`config.mk`:
```
export PLATFORM = sky130hd
export DESIGN_NAME = best_fit_cell_allocator
export DESIGN_NICKNAME = d
export VERILOG_FILES = /design/src/design/bfca_pkg.sv /design/src/design/bfca_ram.sv /design/src/design/bfca_map.sv /design/src/design/bfca_fit.sv /design/src/design/best_fit_cell_allocator.sv
export SDC_FILE = /design/constraint.sdc
export NUM_CORES = 1
export LEC_CHECK = 0
export ABC_AREA = 1
export BUFFER_PORTS_ARGS = -buffer_cell sky130_fd_sc_hd__buf_4
export CORE_AREA = 2 2 259 261
export CTS_CLUSTER_DIAMETER = 120
export DETAILED_ROUTE_END_ITERATION = 6
export DIE_AREA = 0 0 261 263
export GPL_TIMING_DRIVEN = 1
export HOLD_SLACK_MARGIN = 0.05
export PLACE_DENSITY = 0.68
export SYNTH_ARGS = -nofsm -noshare
export SYNTH_HDL_FRONTEND = slang
export SYNTH_HIERARCHICAL = 1
export SYNTH_SLANG_ARGS = --single-unit
```
`constraint.sdc`:
```
create_clock -name clk -period 7.2 [get_ports clk]
set_clock_uncertainty 0.1 [all_clocks]
set_input_delay 0 -clock clk [delete_from_list [all_inputs] [get_ports clk]]
set_output_delay 0 -clock clk [all_outputs]
set_load 0.02 [all_outputs]
```
`src/design/bfca_pkg.sv`:
```
// Shared constants, codes and types for the best-fit cell allocator.
// No dependencies; every other design file except bfca_ram imports this package.
`timescale 1ns / 1ps
package bfca_pkg;

	localparam int CELLS  = 64;
	localparam int ADDR_W = $clog2(CELLS);
	localparam int CNT_W  = $clog2(CELLS + 1);
	localparam int CFG_W  = 7;
	localparam int CMP_W  = (CNT_W > CFG_W) ? CNT_W : CFG_W;
	localparam int TAG_W  = 8;
	localparam int KIND_W = 2;
	localparam int STAT_W = 2;
	localparam int OUT_W  = 6;

	localparam logic [CFG_W-1:0] CFG_RESET = CFG_W'(64);
	localparam logic [TAG_W-1:0] TAG_FIRST = TAG_W'(1);
	localparam logic [TAG_W-1:0] TAG_LAST  = TAG_W'(255);
	localparam logic [TAG_W-1:0] TAG_NONE  = '0;

	localparam logic [KIND_W-1:0] K_ALLOC  = 2'd0;
	localparam logic [KIND_W-1:0] K_FREE   = 2'd1;
	localparam logic [KIND_W-1:0] K_DEFRAG = 2'd2;
	localparam logic [KIND_W-1:0] K_RSVD   = 2'd3;

	localparam logic [STAT_W-1:0] ST_DONE    = 2'd0;
	localparam logic [STAT_W-1:0] ST_NOSPACE = 2'd1;
	localparam logic [STAT_W-1:0] ST_NOTAG   = 2'd2;

	typedef struct packed {
		logic clr;
		logic step;
		logic is_free;
	} fit_ctl_t;

	typedef struct packed {
		logic              found;
		logic [ADDR_W-1:0] start;
	} fit_res_t;

endpackage

```
`src/design/bfca_ram.sv`:
```
// Generic simple dual-port RAM: one write port, one read port, registered read.
// No dependencies.
`timescale 1ns / 1ps
module bfca_ram #(
	parameter int W = 8,
	parameter int D = 64
) (
	input  logic                 clk,
	input  logic                 we,
	input  logic [$clog2(D)-1:0] waddr,
	input  logic [W-1:0]         wdata,
	input  logic                 re,
	input  logic [$clog2(D)-1:0] raddr,
	output logic [W-1:0]         rdata
);

	logic [W-1:0] mem [D];

	always_ff @(posedge clk) begin
		if (we) begin
			mem[waddr] <= wdata;
		end
		if (re) begin
			rdata <= mem[raddr];
		end
	end

endmodule

```
`src/design/bfca_map.sv`:
```
// Cell owner map: RAM plus one written flag per cell, so unwritten cells read free.
// Depends on bfca_pkg and bfca_ram.
`timescale 1ns / 1ps
module bfca_map (
	input  logic                         clk,
	input  logic                         arst_n,
	input  logic                         rd_en,
	input  logic [bfca_pkg::ADDR_W-1:0]  rd_addr,
	output logic [bfca_pkg::TAG_W-1:0]   rd_data,
	input  logic                         wr_en,
	input  logic [bfca_pkg::ADDR_W-1:0]  wr_addr,
	input  logic [bfca_pkg::TAG_W-1:0]   wr_data
);
	import bfca_pkg::*;

	logic [CELLS-1:0] vld_q;
	logic             vld_s1;
	logic [TAG_W-1:0] ram_rd;

	bfca_ram #(.W(TAG_W), .D(CELLS)) u_ram (
		.clk   (clk),
		.we    (wr_en),
		.waddr (wr_addr),
		.wdata (wr_data),
		.re    (rd_en),
		.raddr (rd_addr),
		.rdata (ram_rd)
	);

	always_ff @(posedge clk or negedge arst_n) begin
		if (!arst_n) begin
			vld_q  <= '0;
			vld_s1 <= 1'b0;
		end else begin
			if (wr_en) begin
				vld_q[wr_addr] <= 1'b1;
			end
			if (rd_en) begin
				vld_s1 <= vld_q[rd_addr];
			end
		end
	end

	assign rd_data = vld_s1 ? ram_rd : TAG_NONE;

endmodule

```
`src/design/bfca_fit.sv`:
```
// Best-fit run tracker: follows the free/owned stream of a scan and keeps the
// shortest adequate free run. Depends on bfca_pkg.
`timescale 1ns / 1ps
module bfca_fit (
	input  logic                        clk,
	input  logic                        arst_n,
	input  bfca_pkg::fit_ctl_t          ctl,
	input  logic [bfca_pkg::CFG_W-1:0]  size,
	input  logic [bfca_pkg::CNT_W-1:0]  idx,
	input  logic [bfca_pkg::CNT_W-1:0]  n,
	output bfca_pkg::fit_res_t          res
);
	import bfca_pkg::*;

	logic [CNT_W-1:0]  run_q;
	logic [CNT_W-1:0]  best_len_q;
	logic [ADDR_W-1:0] best_start_q;
	logic              found_q;
	logic              close_ok;

	assign close_ok = (run_q != '0) && (CMP_W'(run_q) >= CMP_W'(size))
		&& (!found_q || (run_q < best_len_q));

	always_ff @(posedge clk or negedge arst_n) begin
		if (!arst_n) begin
			run_q        <= '0;
			best_len_q   <= '0;
			best_start_q <= '0;
			found_q      <= 1'b0;
		end else if (ctl.clr) begin
			run_q        <= '0;
			best_len_q   <= '0;
			best_start_q <= '0;
			found_q      <= 1'b0;
		end else if (ctl.step) begin
			if (ctl.is_free) begin
				run_q <= run_q + CNT_W'(1);
			end else begin
				if (close_ok) begin
					found_q      <= 1'b1;
					best_len_q   <= run_q;
					best_start_q <= ADDR_W'(idx - run_q);
				end
				run_q <= '0;
			end
		end
	end

	// close the trailing run at the end of the managed range
	assign res.found = found_q | close_ok;
	assign res.start = close_ok ? ADDR_W'(n - run_q) : best_start_q;

endmodule

```
`src/design/best_fit_cell_allocator.sv`:
```
// Best-fit cell allocator top level: request sequencer, config register, result register.
// Depends on bfca_pkg, bfca_map and bfca_fit.
//
// Requests enter on in_valid/in_ready (kind, alloc_size, free_tag); one result
// per request leaves on out_valid/out_ready (status, start_cell, granted_tag).
// cells_in_use is written through cfg_wr_en/cfg_wr_data; the user must write it only
// while the block is idle, as the block itself does not enforce this. One request is
// in work at a time; in_ready is high only when the sequencer is idle. Each free,
// defragment or nonzero-size allocate request reads the whole managed map through
// the single RAM read port, one cell per cycle. An allocate then writes its granted
// cells; a defragment compacts the owned cells during the scan, then clears the rest
// of the range; a zero-size allocate or an unused kind goes straight to the result.
// The result sits in an output register; a new request is taken while it waits,
// and a later result holds in the sequencer until the receiver takes the old one.
// Reset empties the map at once (per-cell written flags), sets the next tag to 1
// and cells_in_use to 64; no clearing pass is needed.
`timescale 1ns / 1ps
module best_fit_cell_allocator (
	input  logic                         clk,
	input  logic                         arst_n,
	input  logic                         cfg_wr_en,
	input  logic [bfca_pkg::CFG_W-1:0]   cfg_wr_data,
	input  logic                         in_valid,
	output logic                         in_ready,
	input  logic [bfca_pkg::KIND_W-1:0]  kind,
	input  logic [bfca_pkg::CFG_W-1:0]   alloc_size,
	input  logic [bfca_pkg::TAG_W-1:0]   free_tag,
	output logic                         out_valid,
	input  logic                         out_ready,
	output logic [bfca_pkg::STAT_W-1:0]  status,
	output logic [bfca_pkg::OUT_W-1:0]   start_cell,
	output logic [bfca_pkg::TAG_W-1:0]   granted_tag
);
	import bfca_pkg::*;

	typedef enum logic [2:0] {S_IDLE, S_SCAN, S_FILL, S_CLEAR, S_DONE} state_t;

	state_t            state_q;
	logic [CFG_W-1:0]  cells_in_use_q;
	logic [TAG_W-1:0]  next_tag_q;
	logic [KIND_W-1:0] kind_q;
	logic [CFG_W-1:0]  size_q;
	logic [TAG_W-1:0]  tag_q;
	logic [CNT_W-1:0]  n_q;
	logic [CNT_W-1:0]  rd_cnt_q;
	logic [CNT_W-1:0]  wr_ptr_q;
	logic [CNT_W-1:0]  fill_last_q;
	logic              present_q;
	logic              rd_v_s1;
	logic [ADDR_W-1:0] rd_idx_s1;
	logic [STAT_W-1:0] res_status_q;
	logic [ADDR_W-1:0] res_start_q;
	logic [TAG_W-1:0]  res_tag_q;
	logic              out_valid_q;
	logic [STAT_W-1:0] status_q;
	logic [OUT_W-1:0]  start_cell_q;
	logic [TAG_W-1:0]  granted_tag_q;

	logic [CNT_W-1:0]  n_cells;
	logic              accept;
	logic              rd_en;
	logic [ADDR_W-1:0] rd_addr;
	logic [TAG_W-1:0]  rd_data;
	logic              wr_en;
	logic [ADDR_W-1:0] wr_addr;
	logic [TAG_W-1:0]  wr_data;
	logic              tag_hit;
	logic              scan_end;
	fit_ctl_t          fit_ctl;
	fit_res_t          fit_res;

	assign n_cells = (CMP_W'(cells_in_use_q) > CMP_W'(CELLS)) ? CNT_W'(CELLS)
		: CNT_W'(cells_in_use_q);

	assign in_ready = (state_q == S_IDLE);
	assign accept   = in_valid && in_ready;
	assign rd_en    = (state_q == S_SCAN) && (rd_cnt_q < n_q);
	assign rd_addr  = rd_cnt_q[ADDR_W-1:0];
	assign tag_hit  = (tag_q != TAG_NONE) && (rd_data == tag_q);
	assign scan_end = (state_q == S_SCAN) && (rd_cnt_q == n_q) && !rd_v_s1;

	assign fit_ctl.clr     = accept;
	assign fit_ctl.step    = (state_q == S_SCAN) && rd_v_s1 && (kind_q == K_ALLOC);
	assign fit_ctl.is_free = (rd_data == TAG_NONE);

	always_comb begin
		wr_en   = 1'b0;
		wr_addr = '0;
		wr_data = TAG_NONE;
		case (state_q)
			S_SCAN: begin
				if (rd_v_s1 && (kind_q == K_FREE) && tag_hit) begin
					wr_en   = 1'b1;
					wr_addr = rd_idx_s1;
				end else if (rd_v_s1 && (kind_q == K_DEFRAG) && (rd_data != TAG_NONE)) begin
					wr_en   = 1'b1;
					wr_addr = wr_ptr_q[ADDR_W-1:0];
					wr_data = rd_data;
				end
			end
			S_FILL: begin
				wr_en   = 1'b1;
				wr_addr = wr_ptr_q[ADDR_W-1:0];
				wr_data = next_tag_q;
			end
			S_CLEAR: begin
				wr_en   = (wr_ptr_q < n_q);
				wr_addr = wr_ptr_q[ADDR_W-1:0];
			end
			default: begin
				wr_en = 1'b0;
			end
		endcase
	end

	bfca_map u_map (
		.clk     (clk),
		.arst_n  (arst_n),
		.rd_en   (rd_en),
		.rd_addr (rd_addr),
		.rd_data (rd_data),
		.wr_en   (wr_en),
		.wr_addr (wr_addr),
		.wr_data (wr_data)
	);

	bfca_fit u_fit (
		.clk    (clk),
		.arst_n (arst_n),
		.ctl    (fit_ctl),
		.size   (size_q),
		.idx    (CNT_W'(rd_idx_s1)),
		.n      (n_q),
		.res    (fit_res)
	);

	always_ff @(posedge clk or negedge arst_n) begin
		if (!arst_n) begin
			state_q        <= S_IDLE;
			cells_in_use_q <= CFG_RESET;
			next_tag_q     <= TAG_FIRST;
			kind_q         <= K_ALLOC;
			size_q         <= '0;
			tag_q          <= TAG_NONE;
			n_q            <= '0;
			rd_cnt_q       <= '0;
			wr_ptr_q       <= '0;
			fill_last_q    <= '0;
			present_q      <= 1'b0;
			rd_v_s1        <= 1'b0;
			rd_idx_s1      <= '0;
			res_status_q   <= ST_DONE;
			res_start_q    <= '0;
			res_tag_q      <= TAG_NONE;
			out_valid_q    <= 1'b0;
			status_q       <= ST_DONE;
			start_cell_q   <= '0;
			granted_tag_q  <= TAG_NONE;
		end else begin
			if (cfg_wr_en) begin
				cells_in_use_q <= cfg_wr_data;
			end
			if (out_valid_q && out_ready && (state_q != S_DONE)) begin
				out_valid_q <= 1'b0;
			end
			case (state_q)
				S_IDLE: begin
					if (accept) begin
						kind_q       <= kind;
						size_q       <= alloc_size;
						tag_q        <= free_tag;
						n_q          <= n_cells;
						rd_cnt_q     <= '0;
						wr_ptr_q     <= '0;
						present_q    <= 1'b0;
						rd_v_s1      <= 1'b0;
						res_status_q <= ST_DONE;
						res_start_q  <= '0;
						res_tag_q    <= TAG_NONE;
						if (kind == K_RSVD) begin
							state_q <= S_DONE;
						end else if ((kind == K_ALLOC) && (alloc_size == '0)) begin
							res_status_q <= ST_NOSPACE;
							state_q      <= S_DONE;
						end else begin
							state_q <= S_SCAN;
						end
					end
				end
				S_SCAN: begin
					rd_v_s1 <= rd_en;
					if (rd_en) begin
						rd_cnt_q  <= rd_cnt_q + CNT_W'(1);
						rd_idx_s1 <= rd_addr;
					end
					if (rd_v_s1 && (kind_q == K_DEFRAG) && (rd_data != TAG_NONE)) begin
						wr_ptr_q <= wr_ptr_q + CNT_W'(1);
					end
					if (rd_v_s1 && (kind_q == K_FREE) && tag_hit) begin
						present_q <= 1'b1;
					end
					if (scan_end) begin
						case (kind_q)
							K_ALLOC: begin
								if (fit_res.found) begin
									wr_ptr_q    <= CNT_W'(fit_res.start);
									fill_last_q <= CNT_W'(fit_res.start) + CNT_W'(size_q)
										- CNT_W'(1);
									res_start_q <= fit_res.start;
									state_q     <= S_FILL;
								end else begin
									res_status_q <= ST_NOSPACE;
									state_q      <= S_DONE;
								end
							end
							K_FREE: begin
								res_status_q <= present_q ? ST_DONE : ST_NOTAG;
								state_q      <= S_DONE;
							end
							K_DEFRAG: begin
								state_q <= S_CLEAR;
							end
							default: begin
								state_q <= S_DONE;
							end
						endcase
					end
				end
				S_FILL: begin
					if (wr_ptr_q == fill_last_q) begin
						res_tag_q  <= next_tag_q;
						next_tag_q <= (next_tag_q == TAG_LAST) ? TAG_FIRST
							: next_tag_q + TAG_W'(1);
						state_q    <= S_DONE;
					end else begin
						wr_ptr_q <= wr_ptr_q + CNT_W'(1);
					end
				end
				S_CLEAR: begin
					if (wr_ptr_q < n_q) begin
						wr_ptr_q <= wr_ptr_q + CNT_W'(1);
					end else begin
						state_q <= S_DONE;
					end
				end
				S_DONE: begin
					if (!out_valid_q || out_ready) begin
						out_valid_q   <= 1'b1;
						status_q      <= res_status_q;
						start_cell_q  <= OUT_W'(res_start_q);
						granted_tag_q <= res_tag_q;
						state_q       <= S_IDLE;
					end
				end
				default: begin
					state_q <= S_IDLE;
				end
			endcase
		end
	end

	assign out_valid   = out_valid_q;
	assign status      = status_q;
	assign start_cell  = start_cell_q;
	assign granted_tag = granted_tag_q;

endmodule

```
==> reports/qor.yml <==
crit_path_start: "state_q[2]$_DFFE_PN0P_"
clk_pin_slew_ns: 0.06
cts_root_buffer: "clkbuf_16"
setup-tns-final_ns: 0
reg2reg_to: "u_map/u_ram/mem[59][2]$_DFFE_PP_"
crit_path_end: "u_map/u_ram/mem[59][2]$_DFFE_PP_"
row_count: 94
grt_usage_pct: 24.18
fmax_mhz: 227.3
die-width_um: 261
swShare_pct: 37.67
grt_pass1_wl_um: 127800
r2r_slack_ns: 2.80
syn_area_sq_um: 32580
worstSetupPathType: "reg2reg"
hp-class: "in2reg"
final_antenna_net_count: 0
vias: 23360
port_buffers: 46
outcome: "completed"
grt_max_degree: 113
htreeDepth: 3
syn_nets: 3335
crit_fanout: 22
p_per_area_nw_per_um2: 361.6
drc: 0
grt_pass1_vias: 22350
core_area_sq_um: 65630
dp_cells: 4035
dp_hpwl_um: 49540
switchingPower_mw: 4.967
insertedDiodeCount: 0
start_kind: "register"
clockPowerShare_pct: 29.6
worst_hold_slack_ns: 0.07276
die_h_um: 263
die-area_sq_um: 68640
setup_viol: 0
cts_tree: "yes"
clk_latency_ns: 0.63
wl_um: 83190
cts.sink_count: 710
hold_viol: 0
final_cells: 4242
r2r_cells: 7
min_period_over_period_pct: 61.10
p_int_mw: 8.219
initial_core_util_pct: 49.64
firstDrtPassIters: 6
syn_area_per_cell_sq_um: 10.02
drt_iter0_drc: 2431
fin_crit_ns: 4.399
rsz0062_at_grt: "false"
rr_startpoint: "state_q[2]$_DFFE_PN0P_"
layout.nets: 3399
io_pins: 47
combPwrFrac_pct: 32.9
slew_headroom_pct: 26.38
ir_drop_mv: 0.2698
min_from: "alloc_size[4]"
leakage_nw: 14.68
syn2layout_area_growth_pct: 11.95
maxSlewViolCount: 0
clk_path_buf_depth: 3
gp_congestion: 0.9199
worst_pin_slew_ns: 1.103
cap_violations: 0
layout-drive-gt1-share_pct: 7.934
p_seq_share_pct: 37.4
worst_ep_required_time_ns: 7.36
viasPerCell: 5.506
cp_data_arrival_time_ns: 4.56
crit_path_end_kind: "register"
wl_per_cell_um: 19.61
yosys_warnings: 6
netlist_instances: 3250
antenna_found_initial: 0
numCtsBuffers: 78
cts_setup_buffers: 0
grt_overflow: 0
sequential cells by signal, summed over array words and instances, names as in the netlist, 3 cells and up:
signal              cells
cells_in_use_q          7
fill_last_q             7
granted_tag             8
n_q                     7
next_tag_q              8
rd_cnt_q                7
rd_idx_s1               6
res_start_q             6
res_tag_q               8
size_q                  7
start_cell              6
state_q                 3
tag_q                   8
u_fit/best_len_q        7
u_fit/best_start_q      6
u_fit/run_q             7
u_map/u_ram/mem       512
u_map/u_ram/rdata       8
u_map/vld_q            64
wr_ptr_q                7
per-stage QoR:
step / setup slack (ns) / instance area, sq um / total power [mW] / utilization (%)
floorplan: 2.802 / 32580 / 8.178 / -
global route: 2.459 / 36470 / 13.91 / 55.57
detailed placement: 2.817 / 33300 / 9.235 / 50.74
CTS: 2.808 / 36470 / 13.20 / 55.57
global placement: 2.844 / 33300 / 9.201 / 50.74
finish: 2.801 / 36470 / 13.19 / 55.57
worst max-delay path: stages, from the launching register on:
cell and delay (ns):
dfrtp_1 0.38, inv_1 0.11, nand2_2 0.14, nor2_2 0.53, inv_1 0.48, nand4_1 0.89
nand4_1 0.65, nor2_1 0.72
power groups by stage:
stage               combinational (mW)  sequential, mW  clock, mW
finish                            4.34            4.93       3.91
global route                      4.82            4.96       4.14
CTS                               4.29            4.93       3.98
detailed placement                4.23            5.01          0
global placement                  4.20            5.00          0
floorplan                         3.32            4.86          0
metal layers:
metal,global-route usage (%),routed length [um]
met4,7.709,2169
met2,37.63,38200
met5,0,0
met1,34.83,35900
met3,3.938,6916
worst min path at each step:
stage | endpoint | slack (ns) | depth (start not counted)
floorplan | cells_in_use_q[0]$_DFFE_PN0P_ | -0.40 | 0
global placement | size_q[4]$_DFFE_PN0P_ | 0.10 | 1
detailed placement | size_q[4]$_DFFE_PN0P_ | 0.11 | 1
CTS | tag_q[0]$_DFFE_PN0P_ | 0.05 | 4
global route | tag_q[0]$_DFFE_PN0P_ | 0.08 | 4
finish | size_q[4]$_DFFE_PN0P_ | 0.07 | 4
layout make-up:
class                           instances  area (sq um)
Fill cell                            5647         29160
Tap cell                              864          1081
Clock buffer                          101          2098
Multi-Input combinational cell       2177         10500
Timing Repair Buffer                  131          1165
Inverter                              216         823.3
Sequential cell                       710         20380
Clock inverter                         43         427.9
cells in the final DEF (no fill, tap or decap), types with 4 or more instances in the layout:
cell type,count
a21oi_1,30
buf_4,67
bufinv_16,6
clkbuf_1,17
clkbuf_16,78
clkbuf_8,7
clkinv_1,11
clkinv_2,14
clkinvlp_4,4
dfrtp_1,185
dlygate4sd3_1,62
edfxtp_1,520
ha_1,53
inv_1,197
inv_2,15
inv_6,5
nand2_1,1081
nand2_2,4
nand2_4,4
nand3_1,573
nand3_4,4
nand3b_1,6
nand4_1,15
nor2_1,148
nor2_2,8
nor2_4,7
nor3_1,23
o21ai_0,57
o21ai_1,26
o21bai_1,63
o22ai_1,8
o22ai_4,5
or2_2,5
xnor2_1,10
xor2_1,15
timing repair:
item,4_1_cts,5_1_grt
hold endpoints to repair,149,0
hold buffers,63,0
resized for setup,0,0
Power figures use the tool's default switching activity.
